**config.mk**
```make
export PLATFORM = sky130hd
export DESIGN_NAME = gas_key_table
export DESIGN_NICKNAME = d
export VERILOG_FILES = /design/src/hw/rtl/gas_pkg.sv /design/src/hw/rtl/gas_key_table.sv
export SDC_FILE = /design/constraint.sdc
export NUM_CORES = 1
export LEC_CHECK = 0
export ABC_AREA = 1
export BUFFER_PORTS_ARGS = -buffer_cell sky130_fd_sc_hd__buf_2
export CORE_ASPECT_RATIO = 2
export CORE_MARGIN = 2
export CORE_UTILIZATION = 30
export DETAILED_ROUTE_END_ITERATION = 7
export SYNTH_ARGS = -nofsm -noshare
export SYNTH_HDL_FRONTEND = slang
export SYNTH_SLANG_ARGS = --single-unit
export TNS_END_PERCENT = 50
```
**constraint.sdc**
```tcl
create_clock -name clk_i -period 0.99 [get_ports clk_i]
set_input_delay 0.198 -clock clk_i [delete_from_list [all_inputs] [get_ports clk_i]]
set_output_delay 0.198 -clock clk_i [all_outputs]
set_load 0.03 [all_outputs]
```
**src/hw/rtl/gas_pkg.sv**
```systemverilog
package gas_pkg;

  localparam int unsigned MAX_VERTICES = 64;
  localparam int unsigned KEY_BITS     = 16;
  localparam int unsigned WEIGHT_BITS  = 16;
  localparam int unsigned IDX_W        = $clog2(MAX_VERTICES);
  localparam int unsigned CNT_W        = IDX_W + 1;
  localparam int unsigned ADDR_W       = 2 * IDX_W;

  typedef enum logic [2:0] {
    REQ_ADD_V   = 3'd0,
    REQ_DEL_V   = 3'd1,
    REQ_SET_E   = 3'd2,
    REQ_DEL_E   = 3'd3,
    REQ_READ_W  = 3'd4,
    REQ_LIST    = 3'd5,
    REQ_CLEAR   = 3'd6
  } req_e;

  typedef enum logic [1:0] {
    ST_OK        = 2'd0,
    ST_NOT_FOUND = 2'd1,
    ST_FULL      = 2'd2
  } status_e;

  typedef enum logic [2:0] {
    S_IDLE,
    S_SEARCH,
    S_DISPATCH,
    S_CROSS,
    S_WREAD,
    S_LIST
  } state_e;

  typedef struct packed {
    logic [2:0]             req_type;
    logic [KEY_BITS-1:0]    from_key;
    logic [KEY_BITS-1:0]    to_key;
    logic [WEIGHT_BITS-1:0] edge_weight;
  } req_t;

  typedef struct packed {
    logic [1:0]             status;
    logic [WEIGHT_BITS-1:0] weight_out;
    logic [KEY_BITS-1:0]    neighbor_key;
    logic                   neighbor_valid;
    logic                   last;
  } res_t;

  typedef struct packed {
    logic                clr_all;
    logic                we;
    logic                inval;
    logic [IDX_W-1:0]    waddr;
    logic [KEY_BITS-1:0] wdata;
    logic [IDX_W-1:0]    raddr;
  } kt_cmd_t;

endpackage

```
**src/hw/rtl/gas_key_table.sv**
```systemverilog
module gas_key_table (
  input  logic                         clk_i,
  input  logic                         rst_ni,
  input  gas_pkg::kt_cmd_t             cmd_i,
  output logic [gas_pkg::KEY_BITS-1:0] rdata_o,
  output logic                         rvalid_o
);
  import gas_pkg::*;

  logic [KEY_BITS-1:0] mem [MAX_VERTICES];
  logic [MAX_VERTICES-1:0] valid_q;
  logic [KEY_BITS-1:0] rdata_q;
  logic rvalid_q;

  // key storage, no reset
  always_ff @(posedge clk_i) begin
    if (cmd_i.we) begin
      mem[cmd_i.waddr] <= cmd_i.wdata;
    end
    rdata_q <= mem[cmd_i.raddr];
  end

  // occupancy bits: an empty slot reads with rvalid low
  always_ff @(posedge clk_i or negedge rst_ni) begin
    if (!rst_ni) begin
      valid_q  <= '0;
      rvalid_q <= 1'b0;
    end else begin
      rvalid_q <= valid_q[cmd_i.raddr];
      if (cmd_i.clr_all) begin
        valid_q <= '0;
      end else if (cmd_i.we) begin
        valid_q[cmd_i.waddr] <= 1'b1;
      end else if (cmd_i.inval) begin
        valid_q[cmd_i.waddr] <= 1'b0;
      end
    end
  end

  assign rdata_o  = rdata_q;
  assign rvalid_o = rvalid_q;

endmodule

```
==> reports/metrics.csv <==
stage,metric,value,unit
worst_setup_path,max_stage_delay,0.42,ns
timing,setup_violations,227,
timing,grt_setup_unrepaired,true,
synth,synth_cell_types,21,
power_and_ir_drop,p_per_area,1720,nW/um^2
cells_and_area,area.growth.synth_to_final,31.4,%
synth,yosys_register_bits,1105,
clock_network,htreeDepth,3,
worst_setup_path,crit_path_start,rdata_o[5],
worst_setup_path,path_class,reg -> out,
status,violations,setup timing,
timing,finalHoldViolations,0,
worst_setup_path,r2r_slack,-0.27,ns
placement,dpl.cell_count,6176,
status,status,finished with violations,
drt,routedWlPerCell,21.8,um
drt,postRouteAntennaNets,0,
floorplanning,core,151000,um^2
floorplanning,fp.dieH,555,um
synth,syn_inst,4023,
synth,ys_warn_count,0,
worst_setup_path,crit_cells,1,
worst_setup_path,crit_fanout,1,
synth,synth_area,45500,um^2
global_route,grt-ovfl-total,0,
global_route,grt_pass1_wl,205000,um
synth,seq_area_frac_synth,0.719,
drt,drt_iter0_markers,3868,
worst_setup_path,critical_path.endpoint_type,output port,
clock_network,cts_buffer_depth,3,
timing,drv_slew,0,
drt,via_count,32800,
timing,skew,0.0255,ns
global_route,grt_max_degree,65,
worst_setup_path,path_buf_inv,1,
synth,syn_area_per_cell,11.3,um^2
worst_setup_path,regToRegStartpoint,mem[35][0],
power_and_ir_drop,p_leak,22.2,nW
drt,first_pass_iters,6,
floorplanning,dieArea,155000,um^2
global_route,grt_usage,0.175,
synth,synth_top_area_share,0.676,
clock_network,cts_tree,built,
synth,yosys-top-cells-area,"edfxtp_1 68%, nand2_1 12%, nand3_1 11%",
power_and_ir_drop,irDropWorstVdd,1.76,mV
cells_and_area,antennaDiodeCount,0,
timing,fmax,685,MHz
cells_and_area,fin_nets,4461,
worst_setup_path,cp_cell_sequence,buf_6,
synth,syn_nets,4056,
clock_network,numCtsBuffers,106,
power_and_ir_drop,finalPower,0.103,W
worst_setup_path,start_kind,flip-flop,
clock_network,path_clk_slew,0.07,ns
global_route,antenna_found_initial,3,
worst_setup_path,crit_path_end,rdata_o[5],
cells_and_area,postLayoutCoreUtil,0.396,
cells_and_area,final_common_cell,nand2_1,
cells_and_area,final_cells,6450,
worst_setup_path,critPathSlowestCell,dfxtp_4,
timing,finalCritPeriodShare,1.47,
drt,totalWireLength,140000,um
clock_network,clk_latency,0.69,ns
timing,relSlewSlack,0.691,
floorplanning,floorplan.initialDensity,0.301,
worst_setup_path,critical-path-top-delay-family,flip-flops,
global_route,grt_pass1_vias,31600,
placement,hpwl,85700,um
timing,finalCriticalPeriod,1.46,ns
floorplanning,boundaryPins,50,
placement,io_buffer_count,49,
floorplanning,placementRows,202,
drt,vias_per_cell,5.09,
drt,route.detailed.drc,0,
clock_network,clockRootBuffer,clkbuf_16,
worst_setup_path,cp_data_arrival_time,1.26,ns
cells_and_area,drive_above_1_share,0.260,
worst_hold_path,min_path_type,in -> reg,
cells_and_area,fill_cells,13800,
clock_network,clkSinkCount,1105,
run,drv_cap,0,
timing,tightest_slew,0.463,ns
worst_setup_path,required,0.79,ns
worst_setup_path,ff2ff_path_depth,9,
synth,synth_top_area_cell,edfxtp_1,
timing,postLayoutSetupSlackWorst,-0.470,ns
placement,gp_congestion,0.909,
cells_and_area,layout_common_cells,"1305 x nand2_1, 1024 x edfxtp_1, 753 x nand3_1",
floorplanning,die_width,279,um
worst_setup_path,r2r-end,rdata_o[0],
## how the worst min path moves through the flow
stage | start | to | slack [ns] | cells after the start
after floorplan | rst_ni | rvalid_o | -0.1 | 0
after global placement | rst_ni | rvalid_o | 0.05 | 1
after detailed placement | rst_ni | rvalid_o | 0.05 | 1
after CTS | cmd_i[27] | valid_q[10] | -0.05 | 6
after global routing | cmd_i[9] | mem[47][3] | 0.03 | 2
final | cmd_i[9] | mem[47][3] | 0.04 | 2
## cells by family (layout without fill, tap and decap cells)
logic type / count (synthesis) / count (layout) / share of synthesized area
and+or+nand+nor: 2528 / 2528 / 0.238
DFF: 1105 / 1105 / 0.719
buffers and inverters: 322 / 811 / 0.0356
AOI/OAI and AO/OA: 68 / 68 / 0.00749
## final cells by class
| class | instances | area [um^2] | share of cell area |
|---|---|---|---|
| tap | 1938 | 2420 | 0.0406 |
| multi-input combinational | 2596 | 13600 | 0.228 |
| sequential | 1105 | 32700 | 0.548 |
| clock buffer | 137 | 2840 | 0.0476 |
| clock inverter | 55 | 654 | 0.0110 |
| timing repair buffer | 557 | 7120 | 0.119 |
| inverter | 62 | 323 | 0.00540 |
## flip-flops by register name, summed over array words and instances, names as in the netlist
signal	count
mem	1024
valid_q	64
rdata_o	16
rvalid_o	1
## cells in the mapped netlist, drive strengths merged
| cell | count |
|---|---|
| nand2 | 1465 |
| edfxtp | 1024 |
| nand3 | 958 |
| buf | 196 |
| dfrtp | 65 |
| nor2 | 65 |
| a21oi | 64 |
| clkbuf | 64 |
| inv | 59 |
| nor3 | 40 |
| dfxtp | 16 |
| o21ai | 4 |
| clkinv | 3 |
## metrics by stage
step / setup TNS (ns) / setup slack [ns] / hold WS (ns) / instance area [um^2]
global placement: -763.49 / -1.25 / 0.0475 / 52700
finish: -19.39 / -0.470 / 0.0396 / 59700
floorplan: -711.87 / -0.785 / -0.0976 / 46000
global route: -25.40 / -0.517 / 0.0324 / 59700
CTS: -12.09 / -0.512 / -0.0464 / 58500
detailed placement: -774.15 / -1.22 / 0.0487 / 52700
## layer usage
metal  track usage  vias up  wire [um]
li1              -    14900          -
met3        0.0278      253      11300
met1         0.232    16100      55900
met2         0.289     1557      68100
met5             0        -         13
met4        0.0649        2       5010
## where the power goes
group / internal, W / switching [W] / leakage, nW
Combinational: 0.00343 / 0.00626 / 10.3
Clock: 0.0239 / 0.0175 / 1.70
Sequential: 0.0514 / 0.000250 / 10.3
Total: 0.0787 / 0.0240 / 22.2
## timing repair
item	4_1_cts	5_1_grt
hold buffers	16	0
buffers inserted	36	26
gates cloned	8	11
setup endpoints to repair	521	541
resized for setup	423	202
hold endpoints to repair	324	0
pin swaps	193	182
(Power assumes the default switching activity.)
