--- src/hw/rtl/gas_ram.sv ---
module gas_ram #(
  parameter int unsigned DEPTH = 64,
  parameter int unsigned WIDTH = 16
) (
  input  logic                     clk_i,
  input  logic                     we_i,
  input  logic [$clog2(DEPTH)-1:0] waddr_i,
  input  logic [WIDTH-1:0]         wdata_i,
  input  logic [$clog2(DEPTH)-1:0] raddr_i,
  output logic [WIDTH-1:0]         rdata_o
);

  logic [WIDTH-1:0] mem [DEPTH];
  logic [WIDTH-1:0] rdata_q;

  always_ff @(posedge clk_i) begin
    if (we_i) begin
      mem[waddr_i] <= wdata_i;
    end
    rdata_q <= mem[raddr_i];
  end

  assign rdata_o = rdata_q;

endmodule

--- config.mk ---
export PLATFORM = sky130hd
export DESIGN_NAME = gas_ram
export DESIGN_NICKNAME = d
export VERILOG_FILES = /design/src/hw/rtl/gas_ram.sv
export SDC_FILE = /design/constraint.sdc
export NUM_CORES = 1
export LEC_CHECK = 0
export ABC_AREA = 1
export BUFFER_PORTS_ARGS = -buffer_cell sky130_fd_sc_hd__buf_2
export CAP_MARGIN = 40
export CORE_MARGIN = 5
export CORE_UTILIZATION = 28
export DETAILED_ROUTE_END_ITERATION = 8
export GPL_ROUTABILITY_DRIVEN = 0
export PLACE_DENSITY = 0.45
export SLEW_MARGIN = 20
export SYNTH_ARGS = -nofsm -noshare
export SYNTH_HDL_FRONTEND = slang
export SYNTH_SLANG_ARGS = --single-unit
--- constraint.sdc ---
create_clock -name clk_i -period 5.8 [get_ports clk_i]
set_input_delay 0 -clock clk_i [delete_from_list [all_inputs] [get_ports clk_i]]
set_output_delay 0 -clock clk_i [all_outputs]
set_load 0.005 [all_outputs]
==> results.toml, run 1 <==
[run_status]
status = "completed"

[timing]
fin_skew_ns = 0.02804
slew_viol_final = 0
hold_viol_final = 0
setup_tns_ns = 0
max_freq_mhz = 438.2
worst_pin_slew_ns = 0.8862
maxSlewHeadroom_pct = 40.92
post-route-period-util_pct = 39.35
setup_viol = 0
worst_slack_ns = 3.518
rsz0062_at_grt = "no"
fin_crit_ns = 2.282

[power]
power_density_mw_per_mm2 = 332.7
p_leak_uw = 0.01714
ir_worst_vdd_mv = 0.2043

[detailed_routing]
routed_via_density = 4.710
vias = 26890
drt-wirelength-per-cell_um = 22.36
drcViolationCount = 0
routed_wl_mm = 127.7
firstDrtPassIters = 5
drt_iter0_markers = 2378
ant_nets = 0

[logic_synthesis]
synth_area_leaders = "edfxtp_1, nand2_1, nand3_1, buf_2, buf_6"
synth_area_sq_mm = 0.04210
async_reset_ff_share_pct = 0
avgSynthCellArea_sq_um = 11.97
yosys_most_used_dff = "edfxtp_1"
ys_seq_elements = 1040
yosys_warnings = 0
yosys.area.top_type = "edfxtp_1"
netlist_instances = 3517
synth_seq_area_share_pct = 73.80
synth_top_area_share_pct = 73.04
synth_edf_count = 1024
ys_types = 16
syn_nets = 3547

[clock_network]
clk_latency_ns = 0.70
cts-root-buf = "clkbuf_16"
path_clk_slew_ns = 0.06
cts_buffers = 108
cts_tree = "done"
cts-resized-gates = 0
htree_levels = 3
cts_sinks = 1040
ctsLongestPathBuffers = 3

[finish]
drive_above_1_share_pct = 9.881
stdcell_count = 5709
nets = 3626
num-fill-cells = 15100
synthToLayoutAreaGrowth_pct = 15.53

[job]
maxCapViolations = 0

[global_routing]
grt_pass1_vias = 25750
grt_pass1_wl_mm = 185.7
grtUsageTotal_pct = 15.85
grt_antenna_before_repair = 11
grt_overflow = 0
grt_max_degree = 140

[setup_path]
worstPathRequired_ns = 6.38
critPathCaptureType = "flip-flop"
worst_setup_path_start_kind = "input port"
crit_fanout = 108
arrival_ns = 2.87
critical_path_class = "in -> reg"

[placement]
dp_hpwl_mm = 69.84
io_buffers = 45
post-place-cells = 5471
post-place-ws_ns = 2.921

[floorplan]
rows = 142
fp.dieH_um = 397.8
pin_count = 46
core_area_sq_mm = 0.1496
start_util_pct = 28.14
dieArea_sq_mm = 0.1582
die_w_um = 397.8

[hold_path]
hold_path_class = "in -> reg"
[logic make-up after synthesis]
kind of cell           synth area share (%)
DFF                                   73.80
and+or+nand+nor                       22.66
buffers and inverters                 3.537
[report_power, final]
group,internal (uW),switching (uW),total [uW]
combinational,264,786,1050
clock,3850,2930,6780
sequential,8320,32.6,8350
[sequential cells by signal (all words and copies together) (netlist names)]
name / count
mem: 1024
rdata_o: 16
[path summary, 6_finish.rpt]
kind / from / end / slack (ns) / depth (start not counted)
worst max-delay path: raddr_i[0] / rdata_o[12] / 3.52 / 13
worst min-delay path: wdata_i[13] / mem[60][13] / 0.03 / 2
worst max register to register: mem[35][12] / rdata_o[12] / 3.97 / 9
worst min register to register: mem[30][5] / rdata_o[5] / 0.80 / 8
[routing by layer]
| metal | global-route usage (%) | vias up | part of all wire (%) |
|---|---|---|---|
| li1 | - | 12570 | - |
| met4 | 3.877 | 0 | 2.3 |
| met5 | 0 | - | 0 |
| met3 | 2.690 | 161 | 6.1 |
| met2 | 24.98 | 753 | 46 |
| met1 | 22.80 | 13410 | 46 |
[timing repair]
| action | CTS | global route |
|---|---|---|
| setup buffers | 0 | 0 |
| hold endpoints to repair | 267 | 207 |
| hold buffers | 15 | 8 |
[synth_stat cells (9+ instances only)]
master	number
inv_1	9
nand2_1	1296
nand3_1	871
clkbuf_1	26
buf_4	19
nor2_1	56
dfxtp_1	16
edfxtp_1	1024
buf_2	113
nand4_1	9
buf_1	17
buf_6	49
[through the flow]
stage / hold slack [ns] / total power (uW) / instance area [sq um] / util (%)
after floorplan: 0.09887 / 9050 / 42100 / -
after global placement: 0.3917 / 9532 / 44400 / 29.68
after detailed placement: 0.3913 / 9550 / 44800 / 29.95
after CTS: 0.004789 / 16340 / 48360 / 32.33
after global routing: 0.04359 / 16760 / 48620 / 32.50
final: 0.03065 / 16180 / 48640 / 32.51
[cell usage in the layout, fill, tap and decap left out, types with 7 or more instances in the layout]
cell and count:
dlygate4sd3_1 23, clkinv_2 27, nand4_1 9, buf_16 7, clkbuf_1 23, nor2_2 21, nand3_1 871, edfxtp_1 1024
nor4_2 8, dfxtp_1 16, buf_2 43, nor2_1 29, diode_2 9, inv_1 7, buf_12 18, buf_4 91
nand2_1 1296, buf_8 7, clkbuf_16 112, clkinv_1 22
[worst max-delay path: stages]
cell	delay [ns]
buf_8	0.33
clkinv_16	0.26
buf_4	0.46
buf_16	0.25
nand2_1	0.09
nand3_1	0.07
nand3_1	0.12
nand2_1	0.08
nand2_1	0.14
nand3_1	0.11
nand3_1	0.10
dlygate4sd3_1	0.55
nand2_1	0.04
[area by class of cell]
cell class,instances,area [sq um],area share [%]
antenna,9,22.52,0.04630
clock buffer,140,2958,6.081
clock inverter,58,451.7,0.9287
inverter,12,82.58,0.1698
multi-input combinational,2240,9688,19.92
sequential,1040,31070,63.88
tap,2016,2522,5.186
timing repair buffer,194,1843,3.789
Note: power is estimated with default switching activity, not from simulation.
==> inputs of run 2 (changes only) <==
PLACE_DENSITY = 0.46   (was 0.45)
clock period = 1.8 ns   (was 5.8 ns; I/O delays follow)
==> results.toml, run 2 (same netlist as run 1, synthesis figures left out) <==
[finish]
final_common_cell = "nand2_1"
largest_reg_flops = 1024
drive_above_1_share_pct = 11.95
final_area_sq_mm = 0.05040
nets = 3732
synthToLayoutAreaGrowth_pct = 19.71
final_cell_mix = "nand2_1, edfxtp_1, nand3_1"
num-fill-cells = 14900
final_core_util_pct = 33.69
top_register = "mem"

[floorplan]
dieArea_sq_mm = 0.1582
core_area_sq_mm = 0.1496
die_w_um = 397.8
start_util_pct = 28.14
pin_count = 46
rows = 142
fp.dieH_um = 397.8

[global_routing]
grt_pass1_vias = 26270
grt_antenna_before_repair = 6
grt_overflow = 0
grt_max_degree = 82
grt_pass1_wl_mm = 185.8
grtUsageTotal_pct = 15.87

[clock_network]
ctsLongestPathBuffers = 3
cts_tree = "done"
cts_buffers = 107
cts_sinks = 1040
cts-root-buf = "clkbuf_16"
clk_latency_ns = 0.71
htree_levels = 3
path_clk_slew_ns = 0.06

[power]
seq_power_share_pct = 51.6
total_power_uw = 52130
internal_power_uw = 40160
p_comb_share_pct = 7.1
power_density_mw_per_mm2 = 1034
p_sw_uw = 11960
p_leak_uw = 0.01791
clkPwrFrac_pct = 41.3
switching_share_pct = 22.95
ir_worst_vdd_mv = 0.9244

[timing]
maxSlewHeadroom_pct = 61.59
max_freq_mhz = 566.9
worst_pin_slew_ns = 0.5762
holdWs_ns = 0.09947
slew_viol_final = 0
setup_viol = 0
fin_skew_ns = 0.02781
rsz0062_at_grt = "no"
fin_crit_ns = 1.764
post-route-period-util_pct = 98.01
hold_viol_final = 0

[setup_path]
worstPathRequired_ns = 2.16
critical_path_class = "in -> reg"
worst_setup_path_start_kind = "input port"
critPathLaunch = "waddr_i[3]"
arrival_ns = 2.12
crit_fanout = 16
crit-reg2reg-launch = "mem[43][0]"
critPathCaptureType = "flip-flop"

[detailed_routing]
routed_via_density = 4.715
vias = 27410
drt_iter0_markers = 2377
drcViolationCount = 0
drt-wirelength-per-cell_um = 21.99
routed_wl_mm = 127.8
ant_nets = 0
firstDrtPassIters = 7

[job]
maxCapViolations = 0

[placement]
io_buffers = 45
place_area_sq_mm = 0.04678
dp_hpwl_mm = 72.81

[hold_path]
hold_path_class = "in -> reg"
worstHoldStart = "waddr_i[1]"

[run_status]
status = "completed"
==> run 2: changes by cell type in the layout (fill, tap and decap cells not counted), moves of 8 or more <==
cell and delta:
buf_12 +95, buf_4 +27, clkbuf_1 +9, clkinv_2 -8, nor2_1 +9, nor4_2 -8
nor4_4 +8
==> run 2: metrics by stage <==
step	instances	setup TNS, ns	setup WS, ns
2_1_floorplan	3517	-55.00	-0.2520
3_3_place_gp	5584	-1.078	-0.1816
3_5_place_dp	5584	-1.164	-0.2034
4_1_cts	5807	0	0.04044
5_1_grt	5808	0	0.01504
6_report	5812	0	0.03587
==> run 2: final timing paths <==
kind,slack (ns),to,cells past startpoint
max reg2reg,0.09,rdata_o[0],9
max,0.04,mem[24][6],7
min reg2reg,0.79,rdata_o[10],8
min,0.1,mem[27][13],4
==> run 2: final cells by class <==
class	count	area, sq um	share of cell area (%)
Clock buffer	150	2994	5.941
Inverter	12	83.83	0.1663
Tap cell	2016	2522	5.005
Clock inverter	48	352.8	0.7001
Sequential cell	1040	31070	61.65
Antenna cell	5	12.51	0.02483
Multi-Input combinational cell	2240	9711	19.27
Timing Repair Buffer	301	3650	7.242
==> run 2: layer usage <==
metal / part of all wire [%] / vias up / global-route usage [%]
met2: 45 / 722 / 24.45
met5: 0 / - / 0
li1: - / 12790 / -
met4: 2.1 / 0 / 3.567
met3: 5.6 / 171 / 2.772
met1: 47 / 13730 / 23.41
==> run 2: what timing repair did <==
item,4_1_cts,5_1_grt
endpoints found under the setup margin,0,15
resized for setup,0,2
hold endpoints to repair,962,0
hold buffers,25,0
setup buffers,0,0
==> run 2: critical path, stage by stage <==
cell	delay [ns]
dlygate4sd3_1	0.62
buf_2	0.21
nand3_1	0.09
dlygate4sd3_1	0.56
buf_4	0.19
nor2_1	0.11
buf_4	0.33
==> run 2: power groups by stage <==
stage | registers, uW | clock network, uW | logic, uW
3_5_place_dp | 27400 | 0 | 3710
4_1_cts | 26900 | 22000 | 3770
3_3_place_gp | 27400 | 0 | 3710
6_report | 26900 | 21500 | 3720
2_1_floorplan | 27400 | 0 | 1800
5_1_grt | 26900 | 23100 | 4050
